--- src/rtl/core/pqs_pkg.sv ---
// ----------------------------------------------------------------------------
// pqs_pkg
// Shared widths, command codes and register indexes of the scan block.
// ----------------------------------------------------------------------------
package pqs_pkg;
    localparam int GROUP_COUNT_DEF = 16;
    localparam int CODE_BITS_DEF   = 8;
    localparam int K_MAX_DEF       = 16;
    localparam int ADDR_W          = 12;
    localparam int TABLE_DEPTH     = 4096;
    localparam int VAL_W           = 24;
    localparam int SCORE_W         = 32;
    localparam int ID_W            = 24;
    localparam int ACC_W           = 37;
    localparam int CFG_W           = 5;

    localparam logic [1:0] CMD_LOAD  = 2'd0;
    localparam logic [1:0] CMD_SCORE = 2'd1;
    localparam logic [1:0] CMD_EMIT  = 2'd2;

    localparam logic [0:0] REG_TOP_K  = 1'b0;
    localparam logic [0:0] REG_GROUPS = 1'b1;

    // Word handed from one store cell to the next.
    typedef struct packed {
        logic               valid;
        logic [SCORE_W-1:0] score;
        logic [ID_W-1:0]    id;
    } pqs_entry_t;

    // Command broadcast to every cell of the store.
    typedef struct packed {
        logic               offer;
        logic [SCORE_W-1:0] score;
        logic [ID_W-1:0]    id;
        logic               shift;
        logic               clear;
    } pqs_ctrl_t;
endpackage

--- src/rtl/core/pqs_cell.sv ---
// ----------------------------------------------------------------------------
// pqs_cell
// One slot of the sorted store; inserts, shifts on emit, or clears.
// ----------------------------------------------------------------------------
module pqs_cell
    import pqs_pkg::*;
(
    input  logic       clk,
    input  logic       rst_n,
    input  logic       enable,
    input  pqs_ctrl_t  ctrl,
    input  pqs_entry_t prev,
    input  logic       prev_ge,
    output pqs_entry_t cur,
    output logic       cur_ge
);
    pqs_entry_t e_reg, e_next;
    pqs_entry_t newe;

    // This held entry stays ahead of the new one when it scores equal or better.
    assign cur_ge = e_reg.valid &&
                    ($signed(e_reg.score) >= $signed(ctrl.score));
    assign cur    = e_reg;

    always_comb
    begin
        newe.valid = 1'b1;
        newe.score = ctrl.score;
        newe.id    = ctrl.id;
        e_next = e_reg;
        if (ctrl.clear || !enable)
        begin
            e_next.valid = 1'b0;
        end
        else if (ctrl.shift)
        begin
            e_next = prev;
        end
        else if (ctrl.offer && !cur_ge)
        begin
            e_next = prev_ge ? newe : prev;
        end
    end

    always_ff @(posedge clk or negedge rst_n)
    begin
        if (!rst_n)
        begin
            e_reg <= '0;
        end
        else
        begin
            e_reg <= e_next;
        end
    end
endmodule

--- src/rtl/core/pqs_chain.sv ---
// ----------------------------------------------------------------------------
// pqs_chain
// Row of store cells; cell 0 holds the best entry.
// ----------------------------------------------------------------------------
module pqs_chain
    import pqs_pkg::*;
#(
    parameter int DEPTH = 16
) (
    input  logic                       clk,
    input  logic                       rst_n,
    input  pqs_ctrl_t                  ctrl,
    input  logic [$clog2(DEPTH+1)-1:0] keep,
    output pqs_entry_t                 head
);
    pqs_entry_t ent [DEPTH+1];
    logic       ge  [DEPTH];

    assign ent[DEPTH] = '0;
    assign head       = ent[0];

    for (genvar i = 0; i < DEPTH; i++)
    begin : g_cell
        pqs_entry_t pv;
        logic       pg;
        localparam logic [$clog2(DEPTH+1)-1:0] IDX = ($clog2(DEPTH+1))'(i);
        // Offers move entries toward the tail; emit shifts toward the head.
        assign pv = ctrl.shift ? ent[i+1] : ((i == 0) ? '0 : ent[(i == 0) ? 0 : i-1]);
        assign pg = (i == 0) ? 1'b1 : ge[(i == 0) ? 0 : i-1];
        pqs_cell u_cell (
            .clk    (clk),
            .rst_n  (rst_n),
            .enable (IDX < keep),
            .ctrl   (ctrl),
            .prev   (pv),
            .prev_ge(pg),
            .cur    (ent[i]),
            .cur_ge (ge[i])
        );
    end
endmodule

--- config.mk ---
export PLATFORM = sky130hd
export DESIGN_NAME = pqs_chain
export DESIGN_NICKNAME = d
export VERILOG_FILES = /design/src/rtl/core/pqs_pkg.sv /design/src/rtl/core/pqs_cell.sv /design/src/rtl/core/pqs_chain.sv
export SDC_FILE = /design/constraint.sdc
export NUM_CORES = 2
export LEC_CHECK = 0
export BUFFER_PORTS_ARGS = -buffer_cell sky130_fd_sc_hd__buf_2
export CAP_MARGIN = 20
export CORE_UTILIZATION = 60
export DETAILED_ROUTE_END_ITERATION = 10
export PLACE_DENSITY_LB_ADDON = 0.05
export SYNTH_ARGS = -nofsm -noshare
export SYNTH_HDL_FRONTEND = slang
export SYNTH_SLANG_ARGS = --single-unit
--- constraint.sdc ---
create_clock -name clk -period 4.75 [get_ports clk]
set_clock_uncertainty 0.15 [all_clocks]
set_input_delay 0.2375 -clock clk [delete_from_list [all_inputs] [get_ports clk]]
set_output_delay 0.2375 -clock clk [all_outputs]
set_load 0.05 [all_outputs]
==> results.md <==
* Setup Buffers After CTS at 0
* Post-Syn Area at 0.0631 mm2
* Setup TNS at 0 ns
* Metal2 WL at around 100 mm
* Max-cap viol count at 0
* FMAX at 213 MHz
* Vias in the first global route at between 50000 and 60000
* CTS Root Cell: clkbuf_16
* Clk pwr share at 0.225
* Initial antenna violation count at 7
* Top cell type's share of synthesized area at 0.362
* First-pass GRT wire length at ~360 mm
* ANT nets after route at 0
* Share of flip-flops with an asynchronous set or reset at 1.00
* GRT Overall Usage at 0.444
* CTS Buf Count at ~110
* Arrival time of the worst setup path at 5.16 ns
* Rel. slew slack at 0.219
* Synth top area cells: dfrtp_1 (36%), mux2i_1 (11%), ha_1 (10%)
* Max VDD drop at 0.490 mV
* Max-slew violation count at 0
* Clock buffer depth at 3
* Post-synthesis sequential area ratio at 0.362
* CP endpoint kind: flop
* Comb power frac at 0.391
* Worst r2r src: g_cell[10].u_cell.cur[24]
* RePlAce Congestion at ~1
* Status: finished clean
* Post-detail-place hpwl at around 160 mm
* Height of the die at 326 um
* Seq pwr share at 0.384
* WL per Instance at 29.0 um
* Routed wire length at approximately 240 mm
* PortBufs at between 100 and 150
* Required time of the critical path at between 5 and 6 ns
* Drt initial violations at 7671
* Worst reg2reg path depth at 11
* Routed vias/inst at 7.11
* CTS clk-pin slew, worst paths at approximately 0.060 ns
* Switching power at approximately 16 mW
* Synth Area per Inst at around 9.2 um2
* Mapped Nets at 7464
* Nets at 7371
* Synthesized instance count at slightly below 7000
* CP max FO at 33
* Post-CTS Resized at 0
* Final worst-path cycle share at 0.989
* Commonest cells post-synth: dfrtp_1 (912), mux2i_1 (664), nand3_1 (552), ha_1 (512), clkbuf_1 (487)
* Die width at about 330 um
* Pleak at around 31 nW
* Non-filler cells, final at a little over 8000
* GRT overflow at 0
* Final count of negative-setup-slack endpoints at 0
* Worst hold path type: input port to async pin
* Placed insts at 8003
* Row count at between 100 and 150
* CORE AREA at ~0.10 mm2
* Reg2reg setup slack at about 0.5 ns
* Share of cells above drive strength 1 at 0.118
* Post-layout min period at about 4.7 ns
* Top layer in use: met5
* Most common cell in the netlist: dfrtp_1
* M1 WL at 99.4 mm
* Max reg flops at 912
* DRC errors left at 0
* Power Density at between 500 and 600 mW/mm2
* Worst slew pin tran at ~1.2 ns
* Synth Flop Type: dfrtp_1
* CTS tree: done
* # IOs at roughly 120
* DR pass1 iterations at 6
* Final hold violation count at 0
* Post-synth EDFFs at 0
* Cell taking the most area after synthesis: dfrtp_1
* Critical path class: input port to flop
* RSZ-0062 raised after global routing: false
* Area growth syn-to-layout at 11.1%
* Post-CTS Hold Fix Bufs at 63
* Unique masters post-synth at 73
* Cell internal pwr at ~22 mW
* Switching Share at 0.417
* Synthesized flop and latch total at between 900 and 1000
* CP Launch Type: input port
* Metal3 WL at roughly 27 mm
* H-tree Lvls at 3
* Clock insertion delay at the later pin of the skew report at approximately 0.74 ns
* Clock sink count at slightly above 900
* Largest net degree at the start of global routing at between 200 and 250
* Worst reg2reg endpoint: g_cell[10].u_cell.cur[16]
* DR vias at a little under 60000
* Die ar. at 0.106 mm2
* Total number of yosys warnings at 0
* Initial Util at 0.608
==> cell families after synthesis <==
family                     Yosys count  synth area share
DFF                                912             0.362
adders and majority gates          512             0.102
xor gates and xnor gates             1          0.000139
muxes                              888             0.145
AOI/OAI and AO/OA                 1932             0.201
and+or+nand+nor                   1693             0.128
buffers and inverters              948            0.0619
==> power groups by stage <==
stage	sequential (mW)	clock, mW	combinational (mW)
floorplan	13.2	0	10.8
global placement	14.5	0	14.0
detailed placement	14.6	0	14.5
CTS	14.5	8.62	14.7
global route	15.0	8.88	16.4
finish	14.7	8.58	15.0
==> worst max-delay path by stage <==
| stage | end | cells past startpoint | startpoint |
|---|---|---|---|
| after floorplan | g_cell[3].u_cell.cur[0] | 13 | ctrl[45] |
| after global placement | g_cell[3].u_cell.cur[45] | 15 | ctrl[35] |
| after detailed placement | g_cell[3].u_cell.cur[46] | 15 | ctrl[35] |
| after CTS | g_cell[3].u_cell.cur[51] | 16 | ctrl[35] |
| after global routing | g_cell[3].u_cell.cur[55] | 16 | ctrl[35] |
| final | g_cell[3].u_cell.cur[47] | 16 | ctrl[35] |
==> layout make-up <==
cell class                      instances  area, um2
Fill cell                            8320      33700
Sequential cell                       912      22800
Multi-Input combinational cell       5026      36800
Antenna cell                            3       7.51
Timing Repair Buffer                  449       4060
Tap cell                             1380       1730
Inverter                              299       1130
Clock buffer                          149       3000
Clock inverter                         41        556
==> critical path, cell delays in order <==
cell and delay, ns:
dlygate4sd3_1 0.51, buf_2 0.32, inv_1 0.14, buf_4 0.22
buf_4 0.18, ha_1 0.31, a21oi_1 0.16, o21ai_0 0.29
a211oi_1 0.67, o31ai_1 0.32, and3_2 0.32, buf_4 0.23
or2_2 0.36, buf_12 0.19, a221o_1 0.33, mux2_2 0.26
==> stage by stage <==
stage                     total power, mW  cell area (um2)  utilization  setup slack (ns)  hold slack, ns
final                                38.2            70100        0.675            0.0517          0.0273
after global routing                 40.4            70100        0.675            0.0512          0.0867
after floorplan                      24.0            63100            -              1.22          -0.208
after CTS                            37.8            70100        0.675             0.300          0.0391
after detailed placement             29.2            65900        0.635            0.0756           0.197
after global placement               28.6            65900        0.635            0.0504           0.197
==> per-layer routing <==
| layer | vias to the layer above | track usage |
|---|---|---|
| met4 | 2 | 0.223 |
| li1 | 25400 | - |
| met2 | 3542 | 0.636 |
| met1 | 29200 | 0.633 |
| met3 | 592 | 0.0960 |
| met5 | - | 0 |
==> layout by cell type, fill, tap and decap left out, types with 13 or more instances in the layout <==
| master | synthesis | final |
|---|---|---|
| a21boi_0 | 34 | 33 |
| ha_1 | 512 | 512 |
| nand2b_1 | 63 | 62 |
| nor2_1 | 321 | 318 |
| dfrtp_1 | 912 | 912 |
| clkbuf_1 | 487 | 24 |
| a32o_1 | 56 | 56 |
| buf_4 | 64 | 199 |
| mux2i_1 | 664 | 664 |
| nor4_1 | 21 | 21 |
| nand4_1 | 98 | 98 |
| a221o_1 | 58 | 58 |
| nor2b_1 | 43 | 43 |
| a31oi_1 | 17 | 13 |
| nor3_1 | 24 | 24 |
| inv_1 | 297 | 297 |
| nand3_1 | 552 | 550 |
| o21bai_1 | 60 | 60 |
| clkinv_2 | 0 | 23 |
| o22ai_1 | 113 | 113 |
| o221ai_1 | 116 | 115 |
| dlygate4sd3_1 | 0 | 63 |
| nor4b_1 | 55 | 55 |
| mux2_2 | 184 | 184 |
| buf_12 | 0 | 65 |
| o31ai_1 | 67 | 64 |
| a211oi_1 | 73 | 72 |
| clkbuf_8 | 0 | 19 |
| o211ai_1 | 300 | 300 |
| o21a_1 | 18 | 18 |
| a21o_1 | 46 | 42 |
| mux2_1 | 40 | 40 |
| a21oi_1 | 421 | 414 |
| clkbuf_16 | 0 | 106 |
| o21ai_0 | 468 | 467 |
| nand2_1 | 471 | 460 |
| buf_2 | 58 | 120 |
Note: power is estimated with default switching activity, not from simulation.
